`config.mk`:
```
export PLATFORM = sky130hd
export DESIGN_NAME = zwpe_ctrl
export DESIGN_NICKNAME = d
export VERILOG_FILES = /design/src/zone_write_pointer_engine_defines.svh /design/src/zwpe_pkg.sv /design/src/zwpe_ctrl.sv
export SDC_FILE = /design/constraint.sdc
export NUM_CORES = 1
export LEC_CHECK = 0
export ABC_AREA = 1
export BUFFER_PORTS_ARGS = -buffer_cell sky130_fd_sc_hd__buf_2
export CORE_MARGIN = 1.5
export CORE_UTILIZATION = 30
export CTS_CLUSTER_DIAMETER = 100
export DETAILED_ROUTE_END_ITERATION = 8
export SETUP_SLACK_MARGIN = 0.05
export SLEW_MARGIN = 10
export SYNTH_ARGS = -nofsm -noshare
export SYNTH_HDL_FRONTEND = slang
export SYNTH_SLANG_ARGS = --single-unit
export TNS_END_PERCENT = 1
```
`constraint.sdc`:
```
create_clock -name clk -period 1.1 [get_ports clk]
set_input_delay 0.22 -clock clk [delete_from_list [all_inputs] [get_ports clk]]
set_output_delay 0.22 -clock clk [all_outputs]
set_load 0.03 [all_outputs]
```
`src/zone_write_pointer_engine_defines.svh`:
```
// Assertion macros shared by the zone write pointer engine
`ifndef ZONE_WRITE_POINTER_ENGINE_DEFINES_SVH
`define ZONE_WRITE_POINTER_ENGINE_DEFINES_SVH

// same-cycle implication, disabled while reset is asserted
`define ZWPE_ASSERT_SAME(lbl, clk, rst_n, ante, cons, msg) \
	lbl: assert property (@(posedge clk) disable iff (!rst_n) (ante) |-> (cons)) \
		else $error(msg);

// next-cycle implication, disabled while reset is asserted
`define ZWPE_ASSERT_NEXT(lbl, clk, rst_n, ante, cons, msg) \
	lbl: assert property (@(posedge clk) disable iff (!rst_n) (ante) |=> (cons)) \
		else $error(msg);

`endif

```
`src/zwpe_pkg.sv`:
```
// Types, constants and codes for the zone write pointer engine
package zwpe_pkg;

	// table geometry
	localparam int MAX_ZONES = 1024;
	localparam int ZONE_W    = 10;
	localparam int WP_W      = 21;
	localparam logic [WP_W-1:0] MAX_ZONE_SECTORS = 21'h10_0000;

	// field widths
	localparam int OP_W     = 2;
	localparam int SECTOR_W = 20;
	localparam int OFF_W    = 32;
	localparam int END_W    = OFF_W + 1;
	localparam int ADDR_W   = 48;
	localparam int ST_W     = 2;
	localparam int ZIU_W    = 11;
	localparam int SS_W     = 13;

	// datapath widths
	localparam int MUL_A_W = ZONE_W + WP_W;
	localparam int PROD_W  = MUL_A_W + SS_W;
	localparam int CAPB_W  = WP_W + SS_W;
	localparam int NEXT_W  = END_W + 1;

	// divider sequencing
	localparam int DIV_STEPS = END_W;
	localparam int CNT_W     = 6;

	// configuration port
	localparam int CFG_IDX_W  = 2;
	localparam int CFG_DATA_W = 21;
	localparam logic [CFG_IDX_W-1:0] CFG_ZONES_IN_USE = 2'd0;
	localparam logic [CFG_IDX_W-1:0] CFG_ZONE_CAP     = 2'd1;
	localparam logic [CFG_IDX_W-1:0] CFG_SECTOR_SIZE  = 2'd2;

	localparam logic [ZIU_W-1:0] RST_ZONES_IN_USE = 11'd1024;
	localparam logic [WP_W-1:0]  RST_ZONE_CAP     = 21'd65536;
	localparam logic [SS_W-1:0]  RST_SECTOR_SIZE  = 13'd512;

	// request codes
	localparam logic [OP_W-1:0] OP_READ   = 2'd0;
	localparam logic [OP_W-1:0] OP_APPEND = 2'd1;
	localparam logic [OP_W-1:0] OP_RESET  = 2'd2;

	// result status codes
	localparam logic [ST_W-1:0] ST_OK        = 2'd0;
	localparam logic [ST_W-1:0] ST_RANGE     = 2'd1;
	localparam logic [ST_W-1:0] ST_UNWRITTEN = 2'd2;
	localparam logic [ST_W-1:0] ST_FULL      = 2'd3;

	typedef struct packed {
		logic [ZIU_W-1:0] zones_in_use;
		logic [WP_W-1:0]  zone_capacity_sectors;
		logic [SS_W-1:0]  sector_size_bytes;
	} zwpe_cfg_t;

	typedef enum logic [3:0] {
		S_CLEAR,
		S_IDLE,
		S_LOOKUP,
		S_MUL_CAPSS,
		S_MUL_ZCAP,
		S_MUL_BASE,
		S_MUL_SEC,
		S_ADD_BASE,
		S_ADD_OFF,
		S_DIV,
		S_FINISH
	} zwpe_state_t;

	typedef enum logic [1:0] {
		MS_CAPSS,
		MS_ZCAP,
		MS_BASE,
		MS_SEC
	} mul_sel_t;

	// controller to datapath
	typedef struct packed {
		logic     clr_step;
		logic     capture;
		logic     wp_read;
		logic     mul_en;
		mul_sel_t mul_sel;
		logic     add_base;
		logic     add_off;
		logic     div_init;
		logic     div_step;
		logic     finish;
	} zwpe_cmd_t;

	// datapath to controller
	typedef struct packed {
		logic clr_last;
		logic is_append;
		logic out_free;
	} zwpe_sts_t;

endpackage

```
`src/zwpe_ctrl.sv`:
```
// Sequencing state machine of the zone write pointer engine
module zwpe_ctrl (
	input  logic                clk,
	input  logic                arst_n,
	input  logic                in_valid,
	output logic                in_ready,
	output zwpe_pkg::zwpe_cmd_t cmd,
	input  zwpe_pkg::zwpe_sts_t sts
);
	import zwpe_pkg::*;

	zwpe_state_t      state_q;
	zwpe_state_t      state_nxt;
	logic [CNT_W-1:0] cnt_q;

	// state register and divider step counter
	always_ff @(posedge clk or negedge arst_n) begin
		if (!arst_n) begin
			state_q <= S_CLEAR;
			cnt_q   <= '0;
		end else begin
			state_q <= state_nxt;
			if (state_q == S_ADD_OFF) begin
				cnt_q <= CNT_W'(DIV_STEPS - 1);
			end else if (state_q == S_DIV) begin
				cnt_q <= cnt_q - 1'b1;
			end
		end
	end

	// next state
	always_comb begin
		state_nxt = state_q;
		unique case (state_q)
			S_CLEAR:     if (sts.clr_last) state_nxt = S_IDLE;
			S_IDLE:      if (in_valid) state_nxt = S_LOOKUP;
			S_LOOKUP:    state_nxt = S_MUL_CAPSS;
			S_MUL_CAPSS: state_nxt = S_MUL_ZCAP;
			S_MUL_ZCAP:  state_nxt = S_MUL_BASE;
			S_MUL_BASE:  state_nxt = S_MUL_SEC;
			S_MUL_SEC:   state_nxt = S_ADD_BASE;
			S_ADD_BASE:  state_nxt = S_ADD_OFF;
			S_ADD_OFF:   state_nxt = sts.is_append ? S_DIV : S_FINISH;
			S_DIV:       if (cnt_q == '0) state_nxt = S_FINISH;
			S_FINISH:    if (sts.out_free) state_nxt = S_IDLE;
			default:     state_nxt = S_CLEAR;
		endcase
	end

	// commands
	always_comb begin
		cmd         = '0;
		cmd.mul_sel = MS_CAPSS;
		in_ready    = 1'b0;
		unique case (state_q)
			S_CLEAR: cmd.clr_step = 1'b1;
			S_IDLE: begin
				in_ready    = 1'b1;
				cmd.capture = in_valid;
			end
			S_LOOKUP: cmd.wp_read = 1'b1;
			S_MUL_CAPSS: begin
				cmd.mul_en  = 1'b1;
				cmd.mul_sel = MS_CAPSS;
			end
			S_MUL_ZCAP: begin
				cmd.mul_en  = 1'b1;
				cmd.mul_sel = MS_ZCAP;
			end
			S_MUL_BASE: begin
				cmd.mul_en  = 1'b1;
				cmd.mul_sel = MS_BASE;
			end
			S_MUL_SEC: begin
				cmd.mul_en  = 1'b1;
				cmd.mul_sel = MS_SEC;
			end
			S_ADD_BASE: cmd.add_base = 1'b1;
			S_ADD_OFF: begin
				cmd.add_off  = 1'b1;
				cmd.div_init = 1'b1;
			end
			S_DIV:    cmd.div_step = 1'b1;
			S_FINISH: cmd.finish = sts.out_free;
			default:  cmd = '0;
		endcase
	end

endmodule

```
* Yosys cells after proc, flatten, opt, wreduce, memory -nomap -nowiden
Index checks and enable logic that the tools add are counted.
** Operators by class
- Add/subtract/negate cells :: 1
- Muxes and demuxes :: 17
- Reduce and logical (&&, ||, !) cells :: 4
- Equality and inequality tests :: 14
** Operators with widths (number)
- $pmux W4 S11 :: 1
- $eq A4 B3 Y1 const B :: 4
- $mux W4 :: 4
- $eq A4 B4 Y1 const B :: 3
- $mux W6 :: 2
- $pmux W3 S4 :: 1
- $eq A4 B2 Y1 const B :: 2
- $mux W1 :: 7
- $logic_not A6 Y1 :: 1
- $ne A2 B2 Y1 const B :: 3
- $sub A6 B1 Y6 const B :: 1
- $eq A4 B1 Y1 const B :: 1
- $logic_not A4 Y1 :: 1
- $mux W2 :: 2
- $reduce_and A4 Y1 :: 1
- $ne A2 B1 Y1 const B :: 1
- $reduce_bool A2 Y1 :: 1
** Word-level totals
- Output and inout bits :: 12
- Register bits after elaboration :: 10
- Input bits :: 6
- Logic and storage cells :: 38

* Depth between registers and ports, before layout
Gate-level depths: netlist of run 1.
- Word-level depth :: 3
- Gate-level depth with buffers :: 8
- Mapped depth without buffers :: 8

* Worst setup path after synthesis of run 1
OpenSTA, ideal clock, no wires.
- Path kind :: register to output
- Start point :: reg state_q[2]
- End point :: out cmd[9] in the netlist's numbering
- Arrival :: 1333 ps
- Data required time :: 880 ps
- Stages on the path, launching flop included :: 4
- Slack :: -453 ps
- Path buffers :: 0
- Path through :: dfrtp_1 -> nor2_1 -> inv_1 -> nor3_1
** RTL lines
- start: declaration :: line zwpe_ctrl.sv:12 : zwpe_state_t state_q;
- start signal: assignment :: line zwpe_ctrl.sv:22 : state_q <= state_nxt;
- end: declaration :: line zwpe_ctrl.sv:7 : output zwpe_pkg::zwpe_cmd_t cmd,

==> run summary, run 1 <==
## Status
• result of the run: finished with violations
• failing checks: setup timing

## Worst setup path
• launch point of the worst reg-to-reg path: state_q[3]
• startpoint-to-endpoint class of the critical path: reg2out
• depth of the worst register-to-register path: 8
• largest fanout on the critical path: 7
• endpoint of the worst register-to-register path: state_q[0]
• Setup crit start kind: flop
• endpoint arrival time on the critical path: 1.29 ns
• crit end category: output port
• Reg2Reg Setup Slack: -0.18 ns
• critical path required time: 0.88 ns

## Place
• setup slack at placement: -0.1743 ns
• estimated wirelength of the detail-placed design: 1326 um
• Post-Place Cells: 164
• Port Buffer Count: 17
• placer's final routability congestion estimate: 0.8289

## Synth
• primary flip-flop cell chosen by synthesis mapping: sky130_fd_sc_hd__dfrtp_1
• Netlist cell types: 17
• Netlist Area Pre-Place: 688.2 um^2
• count of synthesis-stage warnings from yosys: 0
• number of storage elements in the synthesis netlist: 10
• top post-synthesis cells by count: sky130_fd_sc_hd__nand2_1, sky130_fd_sc_hd__nor2_1, sky130_fd_sc_hd__inv_1
• dominant cell type by area after synthesis: sky130_fd_sc_hd__dfrtp_1
• largest cells by area after synthesis: sky130_fd_sc_hd__dfrtp_1, sky130_fd_sc_hd__nand2_1, sky130_fd_sc_hd__nor2_1
• Synth Net Count: 113
• number of synthesized flops with an enable pin: 0
• Mean Syn Cell Area: 6.554 um^2
• post-synthesis cell count: 105
• share of flip-flops with an asynchronous set or reset after synthesis: 100.0%
• sequential area share after synthesis: 36.36%
• most frequent cell after synthesis: sky130_fd_sc_hd__nand2_1
• area fraction of the dominant cell type after synthesis: 36.36%

## Floorplanning
• # rows: 17
• I/O Pins: 18
• starting utilization of the core area: 31.41%
• die width: 50.90 um
• placeable core region: 2191 um^2
• Die ar.: 2590 um^2
• height of the chip: 50.90 um

## Pwr
• combinational group share of total power: 66.9%
• fraction of power spent switching nets: 48.66%
• NetSw: 1.661 mW
• total power after layout: 3.414 mW
• maximum ir drop on the vdd rail: 1625 uV
• leakage power total: 0.5678 nW
• power density relative to cell area: 3118 nW/um^2
• portion of total power attributed to the clock network: 9.8%
• portion of total power attributed to sequential cells: 23.3%
• Int Pwr: 1.753 mW

## GRT
• first-pass GRT wire length: 2904 um
• number of antenna violations at the first check in global routing: 0
• number of global-route vias before repair: 691
• total congestion overflow: 0
• Total GRT Usage: 14.86%
• largest net degree at the start of global routing: 11

## Run
• max-cap viol count: 0

## STA
• Min Clock Period, post-route: 1.514 ns
• number of setup violations in the final report: 21
• post-layout worst setup margin: -0.4141 ns
• Fmax achieved: 660.4 MHz
• worst hold slack after final layout: 0.3264 ns
• clock skew after layout: 0.002322 ns
• tightest slew margin relative to the limit: 84.23%
• Final Hold Violating Endpoints: 0
• unrepaired setup endpoints after global routing: yes
• Least-Margin Pin Slew: 0.2348 ns
• max-slew violation count: 0
• final worst-path cycle share: 137.6%

## Clock tree
• maximum count of clock buffers along a single path: 2
• level count of the clock H-tree: 1
• Clock Pin Slew Worst Setup and Hold Paths: 0.07 ns
• buffer cell driving the clock tree root: sky130_fd_sc_hd__clkbuf_4
• TritonCTS clock tree: done
• TritonCTS Sinks: 10
• Worst-Skew Late Latency: 0.26 ns
• number of CTS-inserted buffers: 3

## Routing
• detailed-routing iteration count for the pre-antenna-repair pass: 4
• detailed-route vias per instance: 4.561
• starting DRC count in detailed routing: 13
• DR WL/cell: 10.35 um
• wire length reported by the detailed router: 1770 um
• antenna-violating nets left: 0
• number of remaining DRC errors: 0
• DR vias: 780

## Layout
• filler cell count: 219
• Final #Nets: 152
• Area growth, synth to finish: 59.09%
• final cell count without fillers: 171
• Antenna diodes: 0
• Finished Core Util: 49.97%
• layout cell share with drive strength beyond 1: 45.45%

## Min path
• worst min path class: in2reg
• Hold Path Stages: 4
• launch point of the worst hold path: sts[0]
• Worst Hold Endpoint: state_q[1]

==> worst max-delay path, cell delays in order (launching register included) <==
cell and delay [ns]:
sky130_fd_sc_hd__dfrtp_2 0.48, sky130_fd_sc_hd__nor2_4 0.17, sky130_fd_sc_hd__inv_2 0.07, sky130_fd_sc_hd__a21oi_2 0.16
sky130_fd_sc_hd__buf_6 0.15
==> power groups by stage <==
stage,registers (mW),logic [mW],clock network (mW)
after floorplan,0.760,1.27,0
after global placement,0.768,1.95,0
after detailed placement,0.775,1.97,0
after CTS,0.788,2.24,0.339
after global routing,0.812,2.50,0.354
final,0.795,2.28,0.333
==> cell families (layout without fill, tap and decap cells) <==
logic type / count (synthesis) / in the layout / share of synthesized area [%]
adders and majority gates: 2 / 2 / 3.636
AOI/OAI and AO/OA: 11 / 11 / 8.546
DFF: 10 / 10 / 36.36
buffers and inverters: 18 / 56 / 10.36
and+or+nand+nor: 64 / 64 / 41.09
==> layout by cell type (no fill, tap or decap), drive strengths merged <==
cell type     n
inv          16
clkbuf        4
nand3        10
nor3          3
o21bai        1
a21oi         3
dfrtp        10
a31oi         1
dlygate4sd3   1
buf          34
o21ai         6
nand3b        1
clkinvlp      1
nor2         21
nand2        29
ha            2
==> worst max path at each step <==
stage	start	endpoint	slack, ns	cells past startpoint
finish	state_q[0]	cmd[6]	-0.41	4
global route	state_q[0]	cmd[0]	-0.45	4
CTS	state_q[0]	cmd[2]	-0.37	4
detailed placement	state_q[0]	cmd[6]	-0.17	4
global placement	state_q[3]	cmd[2]	-0.17	5
floorplan	state_q[3]	cmd[3]	-0.18	5
==> flip-flops by register name (all words and copies together) (netlist names) <==
| name | count |
|---|---|
| state_q | 4 |
| cnt_q | 6 |
==> through the flow <==
stage	TNS, ns	instance area, um^2
floorplan	-2.595	735.7
CTS	-5.187	1089
finish	-5.100	1095
detailed placement	-2.387	957.2
global route	-6.573	1095
global placement	-2.321	957.2
==> repair_timing <==
action / 4_1_cts / 5_1_grt
gates resized for setup: 31 / 3
hold buffers: 1 / 0
setup endpoints to repair: 21 / 21
hold endpoints to repair: 10 / 0
setup buffers: 2 / 0
pin swaps: 3 / 2
==> per-layer routing <==
metal / wire length (um) / share of wire, % / GRT usage [%] / vias to the layer above
li1: - / - / - / 407
met1: 838 / 47 / 19.63 / 359
met2: 876 / 49 / 24.34 / 12
met3: 40 / 2.3 / 1.754 / 2
met4: 14 / 0.79 / 6.757 / 0
met5: 0 / 0 / 0 / -
==> area by class of cell <==
type | count | area, um^2 | share of cell area [%]
Sequential cell | 10 | 255.2 | 23.31
Timing Repair Buffer | 35 | 279.0 | 25.49
Clock buffer | 4 | 36.28 | 3.314
Inverter | 17 | 70.07 | 6.400
Multi-Input combinational cell | 77 | 419.2 | 38.29
Tap cell | 28 | 35.03 | 3.200
Power figures use the tool's default switching activity.
==> inputs of run 2 (changes only) <==
==> constraint.sdc (replaced) <==
create_clock -name clk -period 1.5 [get_ports clk]
set_input_delay 0.3 -clock clk [delete_from_list [all_inputs] [get_ports clk]]
set_output_delay 0.3 -clock clk [all_outputs]
set_load 0.03 [all_outputs]
==> run 2 against run 1 <==
Net effect:
- the run still ends with setup timing left
- global-route usage increased by 0.50 points
- via count decreased by 4.1%
- clock skew increased by 0.00099 ns
- highest routed layer unchanged
- critical path type unchanged
- non-clock buffer count decreased by 11
- clock-buffer cell count unchanged
- hold slack improved by 0.072 ns
- design area decreased by 8.9%
- register-to-register slack improved by 0.33 ns
- cell count decreased by 6.4%
==> run summary, run 2 (same netlist as run 1, synthesis figures left out) <==
## Worst setup path
• startpoint-to-endpoint class of the critical path: reg2out
• largest fanout on the critical path: 5, -2
• Setup crit start kind: flop
• critical path required time: 1.20 ns, +0.32 ns
• crit end category: output port
• endpoint arrival time on the critical path: 1.33 ns, +0.04 ns

## Place
• estimated wirelength of the detail-placed design: 1216 um, -8.3%
• placer's final routability congestion estimate: 0.9236, +11%
• Port Buffer Count: 17, unchanged
• instance area at placement: 813.3 um^2, -15%
• Post-Place Cells: 150, -8.5%
• setup slack at placement: 0.08409 ns, +0.2584 ns

## Clock tree
• TritonCTS clock tree: done
• Clock Pin Slew Worst Setup and Hold Paths: 0.08 ns, about the same
• number of CTS-inserted buffers: 3, unchanged
• level count of the clock H-tree: 1, unchanged
• Worst-Skew Late Latency: 0.28 ns, +0.02 ns
• buffer cell driving the clock tree root: sky130_fd_sc_hd__clkbuf_4
• TritonCTS Sinks: 10, unchanged
• maximum count of clock buffers along a single path: 2, unchanged

## GRT
• largest net degree at the start of global routing: 11, unchanged
• met3 Track Usage GR: 2.047%, +0.29 points
• number of global-route vias before repair: 667, -3.5%
• first-pass GRT wire length: 2918 um, +0.48%
• met1 GRT Util: 19.60%, -0.033 points
• Top Usage Layer GRT: met2
• Total GRT Usage: 15.36%, +0.50 points
• GR met2 Demand/Resource: 23.25%, -1.1 points
• number of antenna violations at the first check in global routing: 0, unchanged
• total congestion overflow: 0, unchanged

## Routing
• detailed-route vias per instance: 4.675, +2.5%
• wire length reported by the detailed router: 1757 um, -0.73%
• DR WL/cell: 10.98 um, +6.1%
• starting DRC count in detailed routing: 13, unchanged
• antenna-violating nets left: 0, unchanged
• detailed-routing iteration count for the pre-antenna-repair pass: 4, unchanged
• DR vias: 748, -4.1%
• number of remaining DRC errors: 0, unchanged

## Layout
• Finished Core Util: 45.52%, -4.5 points
• flip-flop count of the largest register, all copies and words added: 6, unchanged
• most common cell after layout, fill and taps aside: sky130_fd_sc_hd__nand2_1
• layout cell share with drive strength beyond 1: 37.12%, -8.3 points
• top library cells by usage in the layout, fill and taps aside: sky130_fd_sc_hd__nand2_1, sky130_fd_sc_hd__nor2_1, sky130_fd_sc_hd__buf_4, sky130_fd_sc_hd__inv_1, sky130_fd_sc_hd__nand3_1
• registers with the highest flip-flop counts: cnt_q: 6 flops, state_q: 4 flops
• Final #Nets: 141, -7.2%
• Biggest register: cnt_q
• final cell count without fillers: 160, -6.4%
• Antenna diodes: 0, unchanged
• final design instance area without fill: 997.2 um^2, -8.9%
• Area growth, synth to finish: 44.91%

## Run
• max-cap viol count: 0, unchanged

## Pwr
• power density relative to cell area: 2280 nW/um^2, -27%
• portion of total power attributed to sequential cells: 27.2%, +3.9 points
• portion of total power attributed to the clock network: 11.8%, +2.0 points
• fraction of power spent switching nets: 51.41%, +2.8 points
• NetSw: 1.169 mW, -30%
• leakage power total: 0.5244 nW, -7.6%
• Int Pwr: 1.105 mW, -37%
• combinational group share of total power: 61.0%, -5.9 points
• maximum ir drop on the vdd rail: 788.0 uV, -52%

## STA
• Min Clock Period, post-route: 1.632 ns
• Least-Margin Pin Slew: 0.2551 ns, +0.02037 ns
• number of setup violations in the final report: 12, -43%
• Fmax achieved: 612.8 MHz
• clock skew after layout: 0.003313 ns, +0.0009903 ns
• unrepaired setup endpoints after global routing: yes
• post-layout worst setup margin: -0.1318 ns, +0.2823 ns
• final worst-path cycle share: 108.8%
• Final Hold Violating Endpoints: 0, unchanged
• max-slew violation count: 0, unchanged
• worst hold slack after final layout: 0.3985 ns, +0.07208 ns
• tightest slew margin relative to the limit: 82.86%, -1.4 points

## Floorplanning
• # rows: 17, unchanged
• starting utilization of the core area: 31.41%, unchanged
• die width: 50.90 um, unchanged
• placeable core region: 2191 um^2, unchanged
• height of the chip: 50.90 um, unchanged
• I/O Pins: 18, unchanged
• Die ar.: 2590 um^2, unchanged

## Status
• failing checks: setup timing
• result of the run: finished with violations

## Min path
• worst min path class: in2reg

-- run 2: routing by layer --
metal	wire (um)	up-vias
met3	60	7
met2	854	22
li1	-	385
met5	0	-
met4	62	0
met1	780	334
-- run 2: final timing paths --
kind,from,endpoint,slack (ns),depth (start not counted)
min,sts[1],state_q[1],0.40,6
min reg2reg,cnt_q[5],cnt_q[5],0.51,2
max,state_q[1],cmd[7],-0.13,5
min in group asynchronous,arst_n,state_q[1],0.41,2
max reg2reg,state_q[1],state_q[3],0.15,6
max in group asynchronous,arst_n,state_q[2],0.88,2
-- run 2: worst max-delay path, stage by stage (launching register included) --
cell,delay (ns)
sky130_fd_sc_hd__dfrtp_2,0.48
sky130_fd_sc_hd__buf_6,0.15
sky130_fd_sc_hd__nand3_1,0.10
sky130_fd_sc_hd__nand2_1,0.07
sky130_fd_sc_hd__nor2_1,0.09
sky130_fd_sc_hd__buf_4,0.16
-- run 2: power by group through the flow --
stage,registers [mW],logic (mW),clock network (mW)
floorplan,0.534,0.854,0
global placement,0.570,1.11,0
detailed placement,0.569,1.10,0
CTS,0.603,1.26,0.263
global route,0.636,1.53,0.280
finish,0.618,1.39,0.268
-- run 2: final cells by class --
| class | count | area [um^2] |
|---|---|---|
| clock buffers | 4 | 36.28 |
| repair buffers | 24 | 188.9 |
| multi-input cells | 77 | 412.9 |
| well taps | 28 | 35.03 |
| inverters | 17 | 68.82 |
| fillers | 221 | 1194 |
| flip-flops and latches | 10 | 255.2 |
-- run 2: what timing repair did --
action | 4_1_cts | 5_1_grt
resized for setup | 25 | 13
pin swaps | 2 | 7
buffers inserted | 3 | 2
setup endpoints to repair | 12 | 17
hold endpoints to repair | 10 | 0
hold buffers | 1 | 0
-- run 2: per-stage QoR --
step                      setup TNS, ns  power [mW]
after floorplan                -0.04397       1.388
after global placement                0       1.676
after detailed placement              0       1.672
after CTS                       -0.6391       2.130
after global routing             -1.497       2.447
final                           -0.8377       2.273
